**src/rtl/ahd_pkg.sv**
```systemverilog
package ahd_pkg;

    localparam int ENV_W      = 24;
    localparam int TRIG_W     = 16;
    localparam int THR_W      = 15;
    localparam int HOLD_W     = 16;
    localparam int CFG_IDX_W  = 3;
    localparam int CFG_DATA_W = 24;

    // Full scale in Q1.23 and the level below which an envelope is treated as silent.
    localparam logic [ENV_W-1:0] ENV_ONE   = 24'd8388608;
    localparam logic [ENV_W-1:0] ENV_FLOOR = 24'd84;

    localparam logic [CFG_IDX_W-1:0] CFG_THRESHOLD   = 3'd0;
    localparam logic [CFG_IDX_W-1:0] CFG_ATTACK_STEP = 3'd1;
    localparam logic [CFG_IDX_W-1:0] CFG_HOLD_LENGTH = 3'd2;
    localparam logic [CFG_IDX_W-1:0] CFG_AMP_DECAY   = 3'd3;
    localparam logic [CFG_IDX_W-1:0] CFG_SHAPE_DECAY = 3'd4;
    localparam logic [CFG_IDX_W-1:0] CFG_PUNCH_DECAY = 3'd5;
    localparam logic [CFG_IDX_W-1:0] CFG_PUNCH_START = 3'd6;

    localparam logic [THR_W-1:0]  RST_THRESHOLD   = 15'd3277;
    localparam logic [ENV_W-1:0]  RST_ATTACK_STEP = 24'd0;
    localparam logic [HOLD_W-1:0] RST_HOLD_LENGTH = 16'd0;
    localparam logic [ENV_W-1:0]  RST_AMP_DECAY   = 24'd16760439;
    localparam logic [ENV_W-1:0]  RST_SHAPE_DECAY = 24'd16760439;
    localparam logic [ENV_W-1:0]  RST_PUNCH_DECAY = 24'd16660000;
    localparam logic [ENV_W-1:0]  RST_PUNCH_START = 24'd0;

    typedef enum logic [1:0] {
        STAGE_IDLE,
        STAGE_ATTACK,
        STAGE_HOLD,
        STAGE_DECAY
    } stage_t;

    typedef struct packed {
        logic [THR_W-1:0]  threshold;
        logic [ENV_W-1:0]  attack_step;
        logic [HOLD_W-1:0] hold_length;
        logic [ENV_W-1:0]  amp_decay;
        logic [ENV_W-1:0]  shape_decay;
        logic [ENV_W-1:0]  punch_decay;
        logic [ENV_W-1:0]  punch_start;
    } cfg_t;

    typedef struct packed {
        logic [TRIG_W-1:0] last_trig;
        stage_t            stage;
        logic [HOLD_W-1:0] hold_left;
        logic [ENV_W-1:0]  amp;
        logic [ENV_W-1:0]  shape;
        logic [ENV_W-1:0]  punch;
        logic              gate;
    } env_state_t;

    typedef struct packed {
        logic [ENV_W-1:0] amp;
        logic [ENV_W-1:0] shape;
        logic [ENV_W-1:0] punch;
        logic             gate;
    } env_result_t;

    // Q1.23 times Q0.24, truncated toward zero.
    function automatic logic [ENV_W-1:0] scale_q24(input logic [ENV_W-1:0] x,
                                                   input logic [ENV_W-1:0] f);
        logic [2*ENV_W-1:0] p;
        begin
            p = {{ENV_W{1'b0}}, x} * {{ENV_W{1'b0}}, f};
            return p[2*ENV_W-1:ENV_W];
        end
    endfunction

endpackage

```
**src/rtl/ahd_cfg_regs.sv**
```systemverilog
module ahd_cfg_regs (
    input  logic                             clk,
    input  logic                             rst_n,
    input  logic                             cfg_we,
    input  logic [ahd_pkg::CFG_IDX_W-1:0]    cfg_index,
    input  logic [ahd_pkg::CFG_DATA_W-1:0]   cfg_data,
    output ahd_pkg::cfg_t                    cfg
);
    import ahd_pkg::*;

    cfg_t cfg_reg;

    always_ff @(posedge clk or negedge rst_n)
    begin
        if (!rst_n)
        begin
            cfg_reg.threshold   <= RST_THRESHOLD;
            cfg_reg.attack_step <= RST_ATTACK_STEP;
            cfg_reg.hold_length <= RST_HOLD_LENGTH;
            cfg_reg.amp_decay   <= RST_AMP_DECAY;
            cfg_reg.shape_decay <= RST_SHAPE_DECAY;
            cfg_reg.punch_decay <= RST_PUNCH_DECAY;
            cfg_reg.punch_start <= RST_PUNCH_START;
        end
        else if (cfg_we)
        begin
            case (cfg_index)
                CFG_THRESHOLD:   cfg_reg.threshold   <= cfg_data[THR_W-1:0];
                CFG_ATTACK_STEP: cfg_reg.attack_step <= cfg_data[ENV_W-1:0];
                CFG_HOLD_LENGTH: cfg_reg.hold_length <= cfg_data[HOLD_W-1:0];
                CFG_AMP_DECAY:   cfg_reg.amp_decay   <= cfg_data[ENV_W-1:0];
                CFG_SHAPE_DECAY: cfg_reg.shape_decay <= cfg_data[ENV_W-1:0];
                CFG_PUNCH_DECAY: cfg_reg.punch_decay <= cfg_data[ENV_W-1:0];
                CFG_PUNCH_START: cfg_reg.punch_start <= cfg_data[ENV_W-1:0];
                default:         ;
            endcase
        end
    end

    assign cfg = cfg_reg;

endmodule

```
**src/rtl/ahd_env_core.sv**
```systemverilog
module ahd_env_core (
    input  ahd_pkg::cfg_t                 cfg,
    input  ahd_pkg::env_state_t           cur,
    input  logic [ahd_pkg::TRIG_W-1:0]    trig_level,
    output ahd_pkg::env_state_t           nxt,
    output ahd_pkg::env_result_t          res
);
    import ahd_pkg::*;

    logic signed [TRIG_W-1:0] trig_s;
    logic signed [TRIG_W-1:0] last_s;
    logic signed [TRIG_W-1:0] thr_s;
    logic                     fire;

    stage_t            stage_t0;
    logic [HOLD_W-1:0] hold_t0;
    logic [ENV_W-1:0]  amp_t0;
    logic [ENV_W-1:0]  shape_t0;
    logic [ENV_W-1:0]  punch_t0;
    logic              gate_t0;

    logic [ENV_W:0]    amp_sum;
    logic [ENV_W:0]    shape_sum;
    logic [HOLD_W-1:0] hold_dec;
    logic [ENV_W-1:0]  amp_mul;
    logic [ENV_W-1:0]  shape_mul;
    logic [ENV_W-1:0]  punch_mul;
    logic              floor_hit;

    assign trig_s = $signed(trig_level);
    assign last_s = $signed(cur.last_trig);
    assign thr_s  = $signed({1'b0, cfg.threshold});
    assign fire   = (trig_s > thr_s) && (last_s <= thr_s);

    // A trigger restarts the envelope whatever stage it is in.
    always_comb
    begin
        stage_t0 = cur.stage;
        hold_t0  = cur.hold_left;
        amp_t0   = cur.amp;
        shape_t0 = cur.shape;
        punch_t0 = cur.punch;
        gate_t0  = cur.gate;
        if (fire)
        begin
            if (cfg.attack_step != '0)
            begin
                amp_t0   = '0;
                shape_t0 = '0;
                stage_t0 = STAGE_ATTACK;
            end
            else
            begin
                amp_t0   = ENV_ONE;
                shape_t0 = ENV_ONE;
                stage_t0 = (cfg.hold_length != '0) ? STAGE_HOLD : STAGE_DECAY;
            end
            hold_t0  = cfg.hold_length;
            punch_t0 = cfg.punch_start;
            gate_t0  = 1'b1;
        end
    end

    assign amp_sum   = {1'b0, amp_t0} + {1'b0, cfg.attack_step};
    assign shape_sum = {1'b0, shape_t0} + {1'b0, cfg.attack_step};
    assign hold_dec  = (hold_t0 != '0) ? hold_t0 - HOLD_W'(1) : '0;
    assign amp_mul   = scale_q24(amp_t0, cfg.amp_decay);
    assign shape_mul = scale_q24(shape_t0, cfg.shape_decay);
    // Punch decays from its pre-floor value; a floor hit forces it to zero anyway.
    assign punch_mul = scale_q24(punch_t0, cfg.punch_decay);
    assign floor_hit = (stage_t0 == STAGE_DECAY) && (amp_mul < ENV_FLOOR);

    always_comb
    begin
        nxt.last_trig = trig_level;
        nxt.stage     = stage_t0;
        nxt.hold_left = hold_t0;
        nxt.amp       = amp_t0;
        nxt.shape     = shape_t0;
        nxt.gate      = gate_t0;
        res.punch     = punch_t0;
        case (stage_t0)
            STAGE_ATTACK:
            begin
                if (amp_sum >= {1'b0, ENV_ONE})
                begin
                    nxt.amp   = ENV_ONE;
                    nxt.shape = ENV_ONE;
                    nxt.stage = (hold_t0 != '0) ? STAGE_HOLD : STAGE_DECAY;
                end
                else
                begin
                    nxt.amp   = amp_sum[ENV_W-1:0];
                    nxt.shape = (shape_sum > {1'b0, ENV_ONE}) ? ENV_ONE
                                                              : shape_sum[ENV_W-1:0];
                end
            end
            STAGE_HOLD:
            begin
                nxt.hold_left = hold_dec;
                if (hold_dec == '0)
                begin
                    nxt.stage = STAGE_DECAY;
                end
            end
            STAGE_DECAY:
            begin
                if (floor_hit)
                begin
                    nxt.amp   = '0;
                    nxt.shape = '0;
                    nxt.stage = STAGE_IDLE;
                    nxt.gate  = 1'b0;
                    res.punch = '0;
                end
                else
                begin
                    nxt.amp   = amp_mul;
                    nxt.shape = shape_mul;
                end
            end
            default: ;
        endcase
        res.amp   = nxt.amp;
        res.shape = nxt.shape;
        res.gate  = nxt.gate;
        if (floor_hit || (punch_mul < ENV_FLOOR))
        begin
            nxt.punch = '0;
        end
        else
        begin
            nxt.punch = punch_mul;
        end
    end

endmodule

```
**src/rtl/ahd_envelope_generator.sv**
```systemverilog
// Channel  Direction  Handshake           Word
// input    in         in_valid/in_stall   trig_level
// output   out        out_valid/out_stall amp_level, shape_level, punch_level, gate_on
// config   in         cfg_we              cfg_index, cfg_data
//
// One word per cycle sustained while the output is not stalled; an accepted word sits
// in the input register while the envelope update runs, until the output register takes its result.
// The update for a word is a trigger check, the attack adds, three parallel
// 24x24 multiplies and the floor compares, all between the two registers.
// Reset clears the handshake, the envelope state and loads the register defaults.
// The input register keeps taking words while a result waits; input stalls only
// when both registers are full and the output is stalled.
module ahd_envelope_generator (
    input  logic                              clk,
    input  logic                              rst_n,
    input  logic                              in_valid,
    output logic                              in_stall,
    input  logic [ahd_pkg::TRIG_W-1:0]        trig_level,
    output logic                              out_valid,
    input  logic                              out_stall,
    output logic [ahd_pkg::ENV_W-1:0]         amp_level,
    output logic [ahd_pkg::ENV_W-1:0]         shape_level,
    output logic [ahd_pkg::ENV_W-1:0]         punch_level,
    output logic                              gate_on,
    input  logic                              cfg_we,
    input  logic [ahd_pkg::CFG_IDX_W-1:0]     cfg_index,
    input  logic [ahd_pkg::CFG_DATA_W-1:0]    cfg_data
);
    import ahd_pkg::*;

    cfg_t              cfg;
    env_state_t        state_reg;
    env_state_t        state_next;
    env_result_t       res_next;
    env_result_t       res_reg;
    logic              in_valid_reg;
    logic [TRIG_W-1:0] trig_reg;
    logic              out_valid_reg;
    logic              advance;
    logic              in_take;

    ahd_cfg_regs u_cfg (
        .clk       (clk),
        .rst_n     (rst_n),
        .cfg_we    (cfg_we),
        .cfg_index (cfg_index),
        .cfg_data  (cfg_data),
        .cfg       (cfg)
    );

    ahd_env_core u_core (
        .cfg        (cfg),
        .cur        (state_reg),
        .trig_level (trig_reg),
        .nxt        (state_next),
        .res        (res_next)
    );

    assign advance  = in_valid_reg && (!out_valid_reg || !out_stall);
    assign in_stall = in_valid_reg && !advance;
    assign in_take  = in_valid && !in_stall;

    always_ff @(posedge clk or negedge rst_n)
    begin
        if (!rst_n)
        begin
            in_valid_reg  <= 1'b0;
            out_valid_reg <= 1'b0;
            state_reg     <= '{last_trig: '0, stage: STAGE_IDLE, hold_left: '0,
                               amp: '0, shape: '0, punch: '0, gate: 1'b0};
        end
        else
        begin
            if (in_take)
            begin
                in_valid_reg <= 1'b1;
            end
            else if (advance)
            begin
                in_valid_reg <= 1'b0;
            end
            if (advance)
            begin
                out_valid_reg <= 1'b1;
                state_reg     <= state_next;
            end
            else if (!out_stall)
            begin
                out_valid_reg <= 1'b0;
            end
        end
    end

    always_ff @(posedge clk)
    begin
        if (in_take)
        begin
            trig_reg <= trig_level;
        end
        if (advance)
        begin
            res_reg <= res_next;
        end
    end

    assign out_valid   = out_valid_reg;
    assign amp_level   = res_reg.amp;
    assign shape_level = res_reg.shape;
    assign punch_level = res_reg.punch;
    assign gate_on     = res_reg.gate;

    // An idle envelope has its gate closed.
    assert property (@(posedge clk) disable iff (!rst_n)
        (state_reg.stage == STAGE_IDLE) |-> !state_reg.gate)
        else $error("idle stage with gate open");

    // With the gate closed the envelopes sit at zero.
    assert property (@(posedge clk) disable iff (!rst_n)
        (out_valid && !gate_on) |-> (amp_level == '0) && (shape_level == '0))
        else $error("closed gate with nonzero envelope");

    // Neither envelope ever exceeds full scale.
    assert property (@(posedge clk) disable iff (!rst_n)
        out_valid |-> (amp_level <= ENV_ONE) && (shape_level <= ENV_ONE))
        else $error("envelope above full scale");

    // A word in the input register moves on whenever the output can take it.
    assert property (@(posedge clk) disable iff (!rst_n)
        (in_valid_reg && !out_stall) |=> out_valid_reg)
        else $error("input word not advanced");

endmodule

```
**config.mk**
```make
export PLATFORM = sky130hd
export DESIGN_NAME = ahd_envelope_generator
export DESIGN_NICKNAME = d
export VERILOG_FILES = /design/src/rtl/ahd_pkg.sv /design/src/rtl/ahd_cfg_regs.sv /design/src/rtl/ahd_env_core.sv /design/src/rtl/ahd_envelope_generator.sv
export SDC_FILE = /design/constraint.sdc
export NUM_CORES = 2
export LEC_CHECK = 0
export BUFFER_PORTS_ARGS = -buffer_cell sky130_fd_sc_hd__buf_2
export CAP_MARGIN = 20
export CORE_UTILIZATION = 50
export DETAILED_ROUTE_END_ITERATION = 8
export GPL_TIMING_DRIVEN = 0
export PLACE_DENSITY = 0.66
export SYNTH_ARGS = -nofsm -noshare
export SYNTH_HDL_FRONTEND = slang
export SYNTH_SLANG_ARGS = --single-unit
```
**constraint.sdc**
```tcl
create_clock -name clk -period 17.87 [get_ports clk]
set_input_delay 1.787 -clock clk [delete_from_list [all_inputs] [get_ports clk]]
set_output_delay 1.787 -clock clk [all_outputs]
set_load 0.02 [all_outputs]
```
Word level (Yosys, flattened, before mapping)
Index checks and enable logic that the tools add are counted.
Operators by class
  reductions and logical operators: 24
  $add $sub $neg: 3
  equality and inequality tests: 10
  muxes and demuxes: 29
  magnitude comparators: 6
  multipliers: 3
Operators with widths (number)
  two-way mux 24 bit: 8
  multiplier 24 x 24 -> 48 bit: 3
  two-way mux 48 bit: 2
  case mux 48 bit (2 select lines): 1
  adder 24 x 24 -> 25 bit: 2
  less-than comparator 24 x 7 -> 1 bit (second input constant): 2
  two-way mux 16 bit: 3
  nonzero test 16 bit: 2
  >= comparator 25 x 24 -> 1 bit (second input constant): 1
  greater-than comparator 25 x 24 -> 1 bit (second input constant): 1
  nonzero test 24 bit: 1
  greater-than comparator 16 bit: 1
  less-or-equal comparator 16 bit: 1
  logical NOT 16 bit: 1
  subtractor 16 x 1 -> 16 bit (second input constant): 1
  AND reduction 2 bit: 7
  two-way mux 2 bit: 5
  equality test 3 bit (second input constant): 3
  two-way mux 1 bit: 9
  equality test 3 x 2 -> 1 bit (second input constant): 2
  case mux 2 bit (3 select lines): 1
  logical AND 1 bit: 5
  equality test 2 bit (second input constant): 2
  logical NOT 1 bit: 4
  other kinds (6): 7
Word-level totals
  output and inout port bits: 75
  register bits after elaboration: 349
  word-level logic and storage cells: 96

Depth between registers and ports, before layout
  depth after elaboration: 8
  depth in mapped cells: 45
  gate-level depth less buffers: 38

Cells and area by module
From an unflattened synthesis, not the netlist that was laid out.
Second synthesis, totals
  cells, all modules: 7826
  area, all modules: 73868.3 µm²
Modules (own cells, without submodules)
  ahd_env_core: instances 1, cells each 7175, area an instance 61182.4 µm²
  ahd_envelope_generator: instances 1, cells each 323, area an instance 6829.0 µm²
  ahd_cfg_regs: instances 1, cells each 328, area an instance 5856.9 µm²

Least setup slack after synthesis
Ideal clock, no wire load.
  kind: register to register
  from: register u_cfg.cfg_reg, in the netlist u_cfg.cfg[147]
  to: register res_reg, in the netlist shape_level[4] (data pin)
  data required time: 17.610 ns
  path slack: 7.147 ns
  stages on the path, launching flop included: 42
  period minus slack after synthesis: 10.723 ns
  arrival time: 10.463 ns
  cells stage by stage: dfstp_2 -> inv_1 -> ha_1 -> nand4_1 -> or2_1 -> o31ai_1 -> a21oi_1 -> nand2_1 -> clkbuf_1 -> clkbuf_1 -> clkbuf_1 -> clkbuf_1 -> clkbuf_1 -> clkbuf_1 -> and3_1 -> fa_1 -> fa_1 -> inv_1 -> [... 6 more ...] -> fa_1 -> inv_1 -> ha_1 -> and4_1 -> nand2_1 -> or4_1 -> nor2_1 -> o21ai_1 -> a211oi_1 -> o211ai_1 -> and4b_1 -> or3_1 -> nor4_1 -> and4b_2 -> or2_2 -> buf_2 -> o21ai_0 -> mux2_2
RTL lines
  from (decl): RTL line ahd_cfg_regs.sv:11  | cfg_t cfg_reg;
  to (signal assigned): RTL line ahd_envelope_generator.sv:102  | res_reg <= res_next;
  to (decl): RTL line ahd_envelope_generator.sv:35  | env_result_t res_reg;

==> flow_metrics.py <==
metrics = {
    "floorplan": {
        "core-area_sq_mm": 0.146,
        "dieArea_sq_mm": 0.148,
        "ios": 123,
        "initial_core_util_pct": 50.4,
        "die_width_um": 385,
        "fp.dieH_um": 385,
        "std_cell_rows": 140,
    },
    "setup_path": {
        "path_class": "reg -> reg",
        "timing.critical_path.slowest_stage_cell": "clkbuf_1",
        "critical_path_arrival_ns": 18.23,
        "timing.critical_path.fanout_max": 10,
        "worst-endpoint-required_ns": 18.29,
        "cpMostUsedCell": "fa_1",
        "timing.critical_path.slowest_cell_delay_ns": 0.90,
        "startpoint_type": "register",
        "worstSetupEndpointType": "register",
    },
    "global_routing": {
        "grt.overflow.total": 0,
        "vias_in_the_first_global_route": 61700,
        "antenna_found_initial": 34,
        "globalRouteTotalUtil_pct": 39.5,
        "grt_max_degree": 104,
        "grt_pass1_wl_um": 419000,
    },
    "clock_network": {
        "root_buffer": "clkbuf_16",
        "worst_skew_pair.late_latency_ns": 0.69,
        "cts_tree": "done",
        "ctsHtreeMaxLevel": 2,
        "cts.repair_timing.setup_buffer_count": 0,
        "cts_inserted_buffers": 46,
        "clock_pin_slew_on_the_worst_setup_and_hold_paths_ns": 0.07,
        "post_cts_resize_count": 0,
        "clk_buf_depth": 3,
        "clock_sink_count": 349,
        "cts-hold-fix-buffers": 0,
    },
    "sta": {
        "finalCriticalPeriod_ns": 17.81,
        "fmax_mhz": 56.1,
        "final.setup.tns_ns": 0,
        "slew_headroom_pct": 11.4,
        "rsz0062_at_grt": "false",
        "setup_violations": 0,
        "final.period_utilization_pct": 99.7,
        "finalMaxSlewViolations": 0,
        "worst_clock_skew_ns": 0.0606,
        "hold_viol": 0,
        "timing.final.ws_setup_ns": 0.0552,
        "worst-slew-pin-transition_ns": 1.32,
    },
    "synthesis": {
        "ys_seq_area_share_pct": 12.6,
        "async_flop_share_pct": 74.5,
        "postSynthAreaPerCell_sq_um": 9.16,
        "synth_largest_area_cell": "fa_1",
        "syn-num-nets": 10100,
        "synth_area_leaders": "fa_1, ha_1, inv_1, nand2_1, dfrtp_1",
        "synth_edf_count": 89,
        "synth_commonest_cells": "inv_1, fa_1, nand2_1",
        "synth.distinct_cells": 89,
        "synth.most_common_cell": "inv_1",
        "synth_top_cell_area_share_pct": 39.5,
        "synth.yosys.warnings": 0,
        "synthesis.instances": 8009,
        "syn_area_sq_mm": 0.0733,
        "ys_ff_latch": 349,
        "synth_flop_cell": "dfrtp_1",
    },
    "run_status": {
        "outcome": "complete, no violations",
    },
    "flow_run": {
        "max_cap_violations": 0,
    },
    "routing": {
        "drc": 0,
        "vias": 60500,
        "drt.antenna.violating_nets": 0,
        "via_per_inst": 5.95,
        "starting_drt_drc_count": 6727,
        "detail_route.wl_per_cell_um": 28.3,
        "drt_pre_antenna_iters": 5,
        "wirelength_um": 288000,
    },
    "placed_design": {
        "post-place-ws_ns": 0.553,
        "number_of_port_buffers": 120,
        "post-dp-hpwl_um": 237000,
        "place.gp.congestion": 1.06,
    },
    "hold_path": {
        "worst_hold_class": "reg -> reg",
    },
    "layout": {
        "drive_gt1_share_pct": 6.00,
        "flow.area_growth_from_synthesis_pct": 6.93,
        "area_of_the_multi_input_gates_sq_mm": 0.0565,
        "register_cell_area_after_layout_sq_mm": 0.00925,
        "largest_register_ff_count": 151,
        "fillcell_total": 13500,
        "final_net_count": 10300,
    },
}
## per-layer routing
metal / wire length, um / vias to the layer above / share of wire, % / global-route usage (%)
met2: 127000 / 3388 / 44 / 60.3
li1: - / 25300 / - / -
met5: 106 / - / 0.037 / 0
met3: 31500 / 753 / 11 / 9.95
met1: 110000 / 31100 / 38 / 51.1
met4: 19700 / 14 / 6.9 / 22.8
## cell usage in the layout, fill, tap and decap left out, types with 35 or more instances in the layout
master	instances
xor2_1	48
clkbuf_1	434
dfrtp_1	201
a21oi_1	190
dfstp_2	59
nand2_1	1420
and3_1	449
nor3_1	45
a21o_1	125
inv_1	1566
fa_1	1445
and2_1	261
mux2_2	161
clkbuf_16	47
nand4_1	35
o21ai_0	131
nor2b_1	40
buf_2	131
edfxtp_1	89
nor2_1	132
ha_1	589
nand3_1	52
xnor2_1	85
## path summary, 6_finish.rpt
kind | slack, ns | end | depth (start not counted) | startpoint
max reg2reg | 0.06 | shape_level[6] | 42 | u_cfg.cfg[147]
max | 0.06 | shape_level[6] | 42 | u_cfg.cfg[147]
min | 0.47 | state_reg[13] | 2 | state_reg[13]
min in group asynchronous | 1.15 | state_reg[98] | 1 | rst_n
min reg2reg | 0.47 | state_reg[13] | 2 | state_reg[13]
max in group asynchronous | 15.31 | u_cfg.cfg[125] | 3 | rst_n
## worst max-delay path: cells and delay by family, from the launching register on
| family | cells | cell delay (ns) |
|---|---|---|
| simple gates | 8 | 2.61 |
| buf+inv | 13 | 5.28 |
| compound gates | 11 | 4.35 |
| flops | 1 | 0.51 |
| fa+ha+maj | 9 | 4.25 |
| xor+xnor | 1 | 0.54 |
## area by class of cell
cell class	count	share of cell area, %
flip-flops and latches	349	11.8
repair buffers	143	1.22
multi-input cells	5642	72.0
clock buffers	57	1.62
diodes	13	0.0415
inverters	1567	7.50
well taps	1917	3.06
plain buffers	451	2.19
clock inverters	29	0.527
## kinds of logic after synthesis
group | share of synthesized area (%)
AOI/OAI and AO/OA | 6.53
xor gates and xnor gates | 1.59
adders and majority gates | 49.5
buffers and inverters | 10.4
DFF | 12.6
muxes | 2.70
and+or+nand+nor | 16.7
## stage by stage
stage	hold slack, ns	area (sq um)	cells	utilization, %
2_1_floorplan	0.439	73300	8009	-
3_5_place_dp	0.455	76600	10100	52.6
5_1_grt	0.490	78400	10200	53.8
6_report	0.471	78400	10200	53.9
4_1_cts	0.469	78300	10100	53.8
3_3_place_gp	0.451	76300	10000	52.4
Power is left out: the tool's default activity adds up to more than one toggle a clock period on the data nets, which glitch-free logic cannot reach.
